File: src/rtl/osalu_pkg.sv
// ----------------------------------------------------------------------------
// osalu_pkg
// shared constants, operation codes and pipeline stage types of the
// saturating integer unit
// ----------------------------------------------------------------------------
package osalu_pkg;

  localparam int MAX_WIDTH = 64;
  localparam int DATA_W    = 64;
  localparam int HALF_W    = DATA_W / 2;
  localparam int FUNC_W    = 3;
  localparam int CFG_W     = 7;
  localparam int APB_W     = 32;
  localparam int ADDR_W    = 3;

  // register index as decoded from paddr[2]
  localparam logic REG_WIDTH = 1'b0;

  // operation codes
  localparam logic [FUNC_W-1:0] FUNC_SADD = 3'd0;
  localparam logic [FUNC_W-1:0] FUNC_UADD = 3'd1;
  localparam logic [FUNC_W-1:0] FUNC_SSUB = 3'd2;
  localparam logic [FUNC_W-1:0] FUNC_USUB = 3'd3;
  localparam logic [FUNC_W-1:0] FUNC_SMUL = 3'd4;
  localparam logic [FUNC_W-1:0] FUNC_UMUL = 3'd5;

  typedef struct packed {
    logic [DATA_W-1:0] mask;
    logic [DATA_W-1:0] smin;
  } cfg_t;

  typedef struct packed {
    logic [FUNC_W-1:0] func;
    logic [DATA_W-1:0] lhs;
    logic [DATA_W-1:0] rhs;
  } op_t;

  typedef struct packed {
    logic [FUNC_W-1:0] func;
    logic [DATA_W-1:0] a;
    logic [DATA_W-1:0] b;
    logic [DATA_W-1:0] mul_a;
    logic [DATA_W-1:0] mul_b;
    logic              sa;
    logic              sb;
    logic              neg;
    logic [DATA_W-1:0] mask;
    logic [DATA_W-1:0] smin;
  } s1_t;

  typedef struct packed {
    logic [FUNC_W-1:0] func;
    logic [DATA_W-1:0] mask;
    logic [DATA_W-1:0] smin;
    logic              neg;
    logic [DATA_W-1:0] pp_ll;
    logic [DATA_W-1:0] pp_lh;
    logic [DATA_W-1:0] pp_hl;
    logic [DATA_W-1:0] pp_hh;
    logic [DATA_W-1:0] as_wrap;
    logic              as_ov;
    logic [DATA_W-1:0] as_sat;
  } s2_t;

  typedef struct packed {
    logic [FUNC_W-1:0] func;
    logic [DATA_W-1:0] mask;
    logic [DATA_W-1:0] smin;
    logic              neg;
    logic [DATA_W-1:0] prod_lo;
    logic              prod_hi_nz;
    logic [DATA_W-1:0] as_wrap;
    logic              as_ov;
    logic [DATA_W-1:0] as_sat;
  } s3_t;

  typedef struct packed {
    logic [DATA_W-1:0] wrap;
    logic              ov;
    logic [DATA_W-1:0] sat;
  } res_t;

endpackage

File: src/rtl/osalu_cfg.sv
// ----------------------------------------------------------------------------
// osalu_cfg
// apb width register and decode of the width into mask and sign bit
// ----------------------------------------------------------------------------
module osalu_cfg (
  input  logic                          clk,
  input  logic                          rst_n,
  input  logic                          psel,
  input  logic                          penable,
  input  logic                          pwrite,
  input  logic [osalu_pkg::ADDR_W-1:0]  paddr,
  input  logic [osalu_pkg::APB_W-1:0]   pwdata,
  output logic [osalu_pkg::APB_W-1:0]   prdata,
  output logic                          pready,
  output osalu_pkg::cfg_t               cfg
);

  logic [osalu_pkg::CFG_W-1:0] width_r;
  logic [osalu_pkg::CFG_W-1:0] width_nxt;
  logic [osalu_pkg::CFG_W-1:0] w_eff;
  logic                        wr_en;

  assign pready = 1'b1;
  assign wr_en  = psel && penable && pwrite && (paddr[2] == osalu_pkg::REG_WIDTH);

  always_comb begin
    width_nxt = width_r;
    if (wr_en) begin
      width_nxt = pwdata[osalu_pkg::CFG_W-1:0];
    end
  end

  always_ff @(posedge clk) begin
    if (!rst_n) begin
      width_r <= osalu_pkg::CFG_W'(osalu_pkg::MAX_WIDTH);
    end else begin
      width_r <= width_nxt;
    end
  end

  always_comb begin
    prdata = '0;
    if (paddr[2] == osalu_pkg::REG_WIDTH) begin
      prdata = {{(osalu_pkg::APB_W - osalu_pkg::CFG_W){1'b0}}, width_r};
    end
  end

  // zero acts as one, anything above the maximum acts as the maximum
  always_comb begin
    w_eff = width_r;
    if (width_r == '0) begin
      w_eff = osalu_pkg::CFG_W'(1);
    end else if (width_r > osalu_pkg::CFG_W'(osalu_pkg::MAX_WIDTH)) begin
      w_eff = osalu_pkg::CFG_W'(osalu_pkg::MAX_WIDTH);
    end
  end

  always_comb begin
    if (w_eff >= osalu_pkg::CFG_W'(osalu_pkg::DATA_W)) begin
      cfg.mask = '1;
    end else begin
      cfg.mask = (osalu_pkg::DATA_W'(1) << w_eff) - osalu_pkg::DATA_W'(1);
    end
    cfg.smin = osalu_pkg::DATA_W'(1) << (w_eff - osalu_pkg::CFG_W'(1));
  end

endmodule

File: config.mk
export PLATFORM = sky130hd
export DESIGN_NAME = osalu_cfg
export DESIGN_NICKNAME = d
export VERILOG_FILES = /design/src/rtl/osalu_pkg.sv /design/src/rtl/osalu_cfg.sv
export SDC_FILE = /design/constraint.sdc
export NUM_CORES = 1
export LEC_CHECK = 0
export BUFFER_PORTS_ARGS = -buffer_cell sky130_fd_sc_hd__buf_2
export CORE_ASPECT_RATIO = 1.25
export CORE_MARGIN = 4
export CORE_UTILIZATION = 40
export CTS_CLUSTER_DIAMETER = 60
export DETAILED_ROUTE_END_ITERATION = 10
export GPL_TIMING_DRIVEN = 0
export PLACE_DENSITY = 0.84
export SETUP_SLACK_MARGIN = 0.3
export SLEW_MARGIN = 20
export SYNTH_ARGS = -nofsm -noshare
export SYNTH_HDL_FRONTEND = slang
export SYNTH_SLANG_ARGS = --single-unit
File: constraint.sdc
create_clock -name clk -period 3.43 [get_ports clk]
set_input_delay 0.1715 -clock clk [delete_from_list [all_inputs] [get_ports clk]]
set_output_delay 0.1715 -clock clk [all_outputs]
set_load 0.02 [all_outputs]
Word level (Yosys, flattened, before mapping)
Cells that the tools add are included.
Widths: inputs -> output; s select.
- output and inout port bits: 161
- register bits: 7
- input bits: 40
- word-level logic and storage cells: 16
- bitwise logic cells: 1
- shifts and indexed selects: 2
- muxes and demuxes: 4
- $add $sub $neg: 2
- $lt $le $gt $ge: 2
- reductions and logical operators: 4
- operator list (kind ; count):
    $shl 1x7->64 const A ; 2
    $mux 64 ; 1
    $sub 64x2->64 const B ; 1
    $mux 7 ; 3
    $ge 7x7->1 const B ; 1
    $gt 7x7->1 const B ; 1
    $logic_not 7->1 ; 1
    $sub 7x1->7 const B ; 1
    $logic_and 1x1->1 ; 3
    $not 1->1 ; 1

Logic depth before layout (Yosys ltp)
Gate-level depths: netlist (run 1).
- depth in word-level cells: 6
- mapped depth: 13
- gate-level depth less buffers: 10

Worst setup path after synthesis (run 1)
OpenSTA, ideal clock, no wires.
- kind: register to output
- start point: register width_r[4] (netlist bit)
- end point: output cfg[100] (netlist bit)
- path buffers: 3
- data required time: 3259 ps
- setup slack: 180 ps
- arrival: 3078 ps
- stages on the path, launching flop included: 13
- cell sequence: dfxtp_1 -> buf_2 -> nor3_2 -> clkbuf_1 -> nand2_1 -> nor2_1 -> inv_1 -> ha_1 -> clkbuf_1 -> inv_1 -> a31oi_4 -> and3_1 -> a211oi_1
- RTL lines (element ; RTL line ; text):
    start, declared ; osalu_cfg.sv:18 ; logic [osalu_pkg::CFG_W-1:0] width_r;
    start signal, assigned ; osalu_cfg.sv:35 ; width_r <= osalu_pkg::CFG_W'(osalu_pkg::MAX_WIDTH);
    start signal, assigned ; osalu_cfg.sv:37 ; width_r <= width_nxt;
    end, declared ; osalu_cfg.sv:15 ; output osalu_pkg::cfg_t cfg

==> reports/results.md, run 1 <==
## Run status
• **outcome** completed

## Worst setup path
• **delay-heaviest family, CP** buffers and inverters
• **end of the worst register-to-register path** width_r[0]$_SDFFE_PN0P_
• **kind of end point of the critical path** output pin
• **master of the slowest instance on the critical path** dfxtp_2
• **Crit path largest cell delay** 380 ps
• **WP data required** 3260 ps
• **class of the most critical setup path** flip-flop to output pin
• **number of cells on the worst reg-to-reg path** 4
• **worst r2r src** width_r[0]$_SDFFE_PN0P_
• **CP bufs+invs** 5
• **endpoint arrival time on the critical path** 2850 ps
• **maximum net fanout on the critical path** 10
• **slack of the worst reg-to-reg path** 1590 ps
• **startpoint type of the worst setup path** flip-flop
• **Cell Chain, Critical Path** buf_2 -> or2_2 -> nor2_2 -> inv_1 -> ha_1 -> buf_6 -> clkinvlp_4 -> a31oi_4 -> nand3_4 -> a311oi_2 -> mux2i_1 -> buf_4

## Die
• **die boundary width** 76.3 microns
• **Core Rows** 30
• **Die Y-Extent** 93.4 microns
• **number of top-level design ports** 201
• **area of the core** 5560 sq um
• **full die area** 7120 sq um
• **Initial Util** 42.0%

## Hold path
• **Min-Delay Startpoint** pwdata[6]
• **WHS Path Cells** 3
• **Hold Crit Class** primary input to flip-flop
• **capture endpoint of the worst hold path** width_r[6]$_SDFFE_PN1P_

## Detailed routing
• **starting DRC count in detailed routing** 265
• **length of the first detailed-routing pass in iterations** 5
• **total wire length after detailed routing** 11600 microns
• **Wirelength per Cell** 18.3 microns
• **# DRC** 0
• **Antenna Nets Post-Route** 0
• **via/cell ratio** 5.40
• **via total after detailed routing** 3423

## Synthesis
• **area share of the leading cell type in the synthesized netlist** 12.7%
• **summed instance area of the synthesized netlist** 2330 sq um
• **portion of the post-synthesis area used by sequential elements** 6.01%
• **top cells by area, synth** nor2_1 13%, buf_4 9.0%, mux2i_1 6.9%
• **Synth Instances** 386
• **library cell with the largest summed area after synthesis** nor2_1
• **number of distinct library cells after synthesis** 64
• **Avg Synthesized Cell Area** 6.04 sq um
• **count of warnings emitted by yosys** 0
• **Seq cells post-synth** 7
• **async set or reset register ratio after synthesis** 0%
• **Post-synth top cells** 79 x nor2_1, 38 x nand2_1, 28 x buf_4
• **most frequent cell after synthesis** nor2_1
• **number of enable-type register cells in the synthesized netlist** 0
• **Primary FF master, synth** dfxtp_1

## Timing
• **post-route clock skew** 0 ps
• **final-report hold violation count** 0
• **post-route fraction of the period consumed by the critical path** 88.0%
• **remaining max-slew budget at the tightest pin** 48.5%
• **setup tns final** 0 ps
• **RSZ-0062 raised after global routing** false
• **Finish-stage setup viols** 0
• **worst path setup slack after routing** 410 ps
• **measured slew at the worst slew-check pin** 764 ps
• **number of pins exceeding their max-slew limit in the final report** 0
• **highest clock frequency the design can meet** 331 MHz
• **final worst path period need** 3020 ps
• **Final Hold Slack** 165 ps

## Cells and area
• **Most flops, register** width_r
• **post-layout utilization of the core** 61.7%
• **final net count** 612
• **# diodes** 0
• **layout overhead on the synthesized area** 47.0%
• **total of fill cells in the finished design** 560
• **multi-input logic area** 1950 sq um
• **Top Registers** width_r x7
• **layout cell share with drive strength beyond 1** 39.8%
• **combined flip-flop and latch cell area** 144 sq um
• **number of flip-flops in the largest register** 7

## Power and ir drop
• **net switching share of the total power** 40.6%
• **fraction of power consumed by sequential logic** 21.3%
• **Tot Pwr** 0.403 mW
• **cell-internal power** 0.239 mW
• **power spent charging and discharging nets** 0.164 mW
• **worst ir drop on vdd** 0.000258 V
• **leakage power of the design** 1.59 nW
• **fraction of power consumed by combinational cells** 49.6%
• **relative contribution of the clock network to total power** 29.1%
• **PwrDens** 118 nW/um^2

## CTS
• **CTS buffer count** 3
• **clock edge transition at the registers on the reported setup and hold paths** 40 ps
• **count of hold buffers inserted by post-cts repair** 0
• **H-tree lvl count** 1
• **clock insertion delay at the later pin of the skew report** 230 ps
• **clock tree from TritonCTS** yes
• **number of clock sinks** 7
• **Longest Clk Path Bufs** 2
• **clk root buf** clkbuf_8

## GRT
• **first-pass GRT wire length** 17600 microns
• **total grt overflow** 0
• **number of global-route vias before repair** 3178
• **antenna violations before repair** 0
• **global-route usage over all layers** 30.6%
• **maximum number of pins on one net before global-route repair** 11

## Placement
• **final HPWL from detailed placement** 9150 microns
• **pre-CTS worst setup slack** -83.8 ps
• **Placer Congestion** 0.969
• **number of port buffers** 146

## Run
• **maxcap violations** 0

[repair_timing]
item | CTS | global route
resized for setup | 11 | 15
pin swaps | 1 | 3
setup buffers | 0 | 8
endpoints found under the setup margin | 26 | 21
[kinds of logic (layout without fill, tap and decap cells)]
| group | Yosys count | count (layout) | synth area share (%) |
|---|---|---|---|
| AOI/OAI and AO/OA | 80 | 80 | 23.8 |
| other | 2 | 28 | 0.322 |
| buffers and inverters | 69 | 227 | 16.5 |
| and+or+nand+nor | 207 | 207 | 44.4 |
| adders and majority gates | 1 | 1 | 0.537 |
| DFF | 7 | 7 | 6.01 |
| xor gates and xnor gates | 3 | 3 | 1.13 |
| muxes | 17 | 17 | 7.35 |
[power groups by stage]
stage | sequential [mW] | clock, mW | combinational, mW
after global placement | 0.0865 | 0 | 0.182
after CTS | 0.0855 | 0.120 | 0.186
after floorplan | 0.0860 | 0 | 0.138
after global routing | 0.0859 | 0.123 | 0.213
final | 0.0858 | 0.117 | 0.200
after detailed placement | 0.0866 | 0 | 0.183
[final cells by class]
type                    count  area share (%)
clock buffers               4            1.31
repair buffers            154            23.1
well taps                  64            2.34
inverters                   7           0.876
flip-flops and latches      7            4.20
multi-input cells         336            56.8
plain buffers              62            11.3
[tightest hold or removal path, cell delays in order]
cell and delay [ps]:
buf_2 80, mux2i_1 50, nand2_1 60
[through the flow]
stage	cells	instance area (sq um)
CTS	626	3330
finish	634	3430
global route	634	3430
global placement	622	3250
detailed placement	622	3250
floorplan	412	2440
[how the worst max path moves through the flow]
stage,from,endpoint,slack [ps],cells past startpoint
floorplan,width_r[4]$_SDFFE_PN0P_,cfg[106],320,13
global placement,width_r[5]$_SDFFE_PN0P_,cfg[126],-80,14
detailed placement,width_r[5]$_SDFFE_PN0P_,cfg[126],-80,14
CTS,width_r[4]$_SDFFE_PN0P_,cfg[88],300,14
global route,width_r[4]$_SDFFE_PN0P_,cfg[126],280,14
finish,width_r[2]$_SDFFE_PN0P_,cfg[126],410,12
[metal layers]
metal | track usage, % | vias to the layer above | share of wire, %
met2 | 54.5 | 217 | 50
li1 | - | 1631 | -
met1 | 36.9 | 1551 | 39
met5 | 0 | - | 0
met4 | 11.0 | 0 | 2.8
met3 | 4.91 | 24 | 8.7
[placed cells by master (no fill, tap or decap), types with 3 or more instances in the layout]
cell type / Yosys / final
a211oi_1: 4 / 3
a21o_1: 8 / 8
a21oi_1: 20 / 20
a31oi_1: 5 / 5
and2_1: 4 / 4
and3_1: 6 / 6
buf_1: 3 / 3
buf_2: 10 / 151
buf_4: 28 / 39
buf_6: 1 / 4
clkbuf_1: 20 / 19
clkbuf_8: 0 / 3
conb_1: 2 / 28
dfxtp_1: 7 / 4
dfxtp_2: 0 / 3
inv_1: 5 / 4
mux2i_1: 16 / 16
nand2_1: 38 / 37
nand2b_1: 17 / 17
nand3_1: 6 / 5
nor2_1: 79 / 78
nor2_4: 1 / 3
nor2b_1: 17 / 17
nor3_1: 12 / 11
nor4_1: 3 / 3
o21ai_0: 19 / 19
o32a_1: 3 / 3
or2_2: 3 / 3
(Power assumes the default switching activity.)
==> inputs of run 2 (changes only) <==
--- a/config.mk
+++ b/config.mk
@@ -5,15 +5,13 @@
 export SDC_FILE = /design/constraint.sdc
 export NUM_CORES = 1
 export LEC_CHECK = 0
-export BUFFER_PORTS_ARGS = -buffer_cell sky130_fd_sc_hd__buf_2
 export CORE_ASPECT_RATIO = 1.25
 export CORE_MARGIN = 4
 export CORE_UTILIZATION = 40
 export CTS_CLUSTER_DIAMETER = 60
 export DETAILED_ROUTE_END_ITERATION = 10
+export DONT_BUFFER_PORTS = 1
 export GPL_TIMING_DRIVEN = 0
-export PLACE_DENSITY = 0.84
-export SETUP_SLACK_MARGIN = 0.3
 export SLEW_MARGIN = 20
 export SYNTH_ARGS = -nofsm -noshare
 export SYNTH_HDL_FRONTEND = slang
==> reports/results.md, run 2 (synthesis gave the netlist of run 1 again) <==
## Hold path
• **WHS Path Cells** 1, was 3
• **Min-Delay Startpoint** rst_n, was pwdata[6]
• **capture endpoint of the worst hold path** width_r[6]$_SDFFE_PN1P_, unchanged
• **Hold Crit Class** primary input to flip-flop, unchanged

## Timing
• **post-route clock skew** 0 ps, unchanged
• **final worst path period need** 3310 ps, was 3020 ps
• **final-report hold violation count** 0, unchanged
• **measured slew at the worst slew-check pin** 1040 ps, was 764 ps
• **remaining max-slew budget at the tightest pin** 30.0%, was 48.5%
• **Final Hold Slack** 8.30 ps, was 165 ps
• **Finish-stage setup viols** 0, unchanged
• **highest clock frequency the design can meet** 302 MHz, was 331 MHz
• **RSZ-0062 raised after global routing** false, unchanged
• **post-route fraction of the period consumed by the critical path** 96.5%, was 88.0%
• **number of pins exceeding their max-slew limit in the final report** 0, unchanged

## Cells and area
• **highest-count cells in the layout ignoring fill and taps** 78 x nor2_1, 37 x nand2_1, 28 x buf_4, 28 x conb_1, 20 x a21oi_1, was 151 x buf_2, 78 x nor2_1, 39 x buf_4
• **layout cell share with drive strength beyond 1** 19.3%, was 39.8%
• **layout overhead on the synthesized area** 14.9%, was 47.0%
• **number of flip-flops in the largest register** 7, unchanged
• **most common cell after layout, fill and taps aside** nor2_1, was buf_2
• **# diodes** 0, unchanged
• **Top Registers** width_r x7, unchanged
• **final non-filler cell area** 2680 sq um, was 3430 sq um
• **Most flops, register** width_r, unchanged
• **final net count** 457, was 612

## Worst setup path
• **Crit path largest cell delay** 410 ps, was 380 ps
• **class of the most critical setup path** flip-flop to output pin, unchanged
• **WP data required** 3260 ps, about the same
• **endpoint arrival time on the critical path** 3140 ps, was 2850 ps
• **slack of the worst reg-to-reg path** 1620 ps, was 1590 ps
• **delay-heaviest family, CP** simple AND/OR/NAND/NOR gates, was buffers and inverters
• **kind of end point of the critical path** output pin, unchanged
• **launch point of the critical path** width_r[5]$_SDFFE_PN0P_, was width_r[2]$_SDFFE_PN0P_
• **worst r2r src** width_r[0]$_SDFFE_PN0P_, unchanged
• **end of the worst register-to-register path** width_r[0]$_SDFFE_PN0P_, unchanged
• **CP bufs+invs** 4, was 5
• **maximum net fanout on the critical path** 10, unchanged
• **number of cells on the worst reg-to-reg path** 4, unchanged
• **startpoint type of the worst setup path** flip-flop, unchanged
• **master of the slowest instance on the critical path** mux2i_2, was dfxtp_2
• **most common cell type on the critical path** inv_1
• **Cell Chain, Critical Path** buf_2 -> nor3_2 -> clkbuf_4 -> nand2_2 -> nor2_4 -> inv_1 -> ha_4 -> inv_1 -> a31oi_4 -> nand2_1 -> o21bai_1 -> mux2i_2, was buf_2 -> or2_2 -> nor2_2 -> inv_1 -> ha_1 -> buf_6 -> clkinvlp_4 -> a31oi_4 -> nand3_4 -> a311oi_2 -> mux2i_1 -> buf_4

## Detailed routing
• **via/cell ratio** 5.96, was 5.40
• **Wirelength per Cell** 22.3 microns, was 18.3 microns
• **# DRC** 0, unchanged
• **length of the first detailed-routing pass in iterations** 5, unchanged
• **Antenna Nets Post-Route** 0, unchanged
• **via total after detailed routing** 2856, was 3423
• **starting DRC count in detailed routing** 194, was 265
• **total wire length after detailed routing** 10700 microns, was 11600 microns

## Run status
• **outcome** completed, unchanged

## Die
• **full die area** 7120 sq um, unchanged
• **Initial Util** 42.0%, unchanged
• **Die Y-Extent** 93.4 microns, unchanged
• **Core Rows** 30, unchanged
• **number of top-level design ports** 201, unchanged
• **die boundary width** 76.3 microns, unchanged
• **area of the core** 5560 sq um, unchanged

## CTS
• **clock tree from TritonCTS** yes, unchanged
• **H-tree lvl count** 1, unchanged
• **clk root buf** clkbuf_8, unchanged
• **CTS buffer count** 3, unchanged
• **Longest Clk Path Bufs** 2, unchanged
• **clock edge transition at the registers on the reported setup and hold paths** 40 ps, about the same
• **number of clock sinks** 7, unchanged
• **clock insertion delay at the later pin of the skew report** 220 ps, was 230 ps

## Placement
• **Placer Congestion** 0.960, was 0.969
• **number of port buffers** 0, was 146
• **Area after DPL** 2510 sq um, was 3250 sq um
• **final HPWL from detailed placement** 8320 microns, was 9150 microns

## GRT
• **first-pass GRT wire length** 16000 microns, was 17600 microns
• **maximum number of pins on one net before global-route repair** 11, unchanged
• **number of global-route vias before repair** 2733, was 3178
• **total grt overflow** 0, unchanged
• **global-route usage over all layers** 28.0%, was 30.6%
• **antenna violations before repair** 0, unchanged

## Power and ir drop
• **leakage power of the design** 0.943 nW, was 1.59 nW
• **PwrDens** 139 nW/um^2, was 118 nW/um^2
• **worst ir drop on vdd** 0.000180 V, was 0.000258 V

## Run
• **maxcap violations** 0, unchanged

-- run 2: cell types whose count changed in the layout (fill, tap and decap cells not counted), sizes merged --
cell and change:
buf -155, inv +1, clkinvlp -1
-- run 2: stage by stage --
step | cells | util, % | setup slack [ps] | total power [mW] | setup TNS (ps)
final | 479 | 48.2 | 119 | 0.373 | 0
after detailed placement | 476 | 45.3 | -459 | 0.249 | -6520
after CTS | 479 | 46.9 | 53.8 | 0.367 | 0
after floorplan | 412 | - | 180 | 0.224 | 0
after global placement | 476 | 45.2 | -453 | 0.249 | -6180
after global routing | 479 | 48.2 | 4.85 | 0.394 | 0
-- run 2: worst reg2reg max path, stage by stage (launching register included) --
cell and delay (ps):
dfxtp_1 420, clkbuf_1 530, clkbuf_1 520, mux2i_1 160, nor2b_1 120
-- run 2: what timing repair did --
action | in CTS | in global routing
hold buffers | 0 | 0
pin swaps | 0 | 1
buffers inserted | 0 | 0
gates resized for setup | 14 | 11
gates cloned | 0 | 0
endpoints found under the setup margin | 30 | 14
-- run 2: worst max path at each step --
stage,to,depth (start not counted)
6_report,cfg[106],12
5_1_grt,cfg[106],12
4_1_cts,cfg[126],12
3_5_place_dp,cfg[104],13
3_3_place_gp,cfg[106],13
2_1_floorplan,cfg[100],12
-- run 2: power by group --
part           internal, mW  switching (mW)
combinational        0.0574           0.117
sequential           0.0836         0.00161
clock                0.0802          0.0332
total                 0.221           0.152
-- run 2: final cells by class --
cell class | count | area (sq um)
fill | 600 | 2880
multi-input combinational | 336 | 2030
tap | 64 | 80.1
clock buffer | 4 | 45.0
buffer | 61 | 358
inverter | 7 | 26.3
sequential | 7 | 140
-- run 2: routing by layer --
metal | vias up | GRT usage, % | share of wire, % | wire length, microns
li1 | 1321 | - | - | -
met4 | 0 | 8.91 | 2.3 | 241
met3 | 19 | 6.36 | 9.2 | 983
met1 | 1326 | 33.7 | 40 | 4290
met2 | 190 | 49.3 | 48 | 5170
met5 | - | 0 | 0 | 0
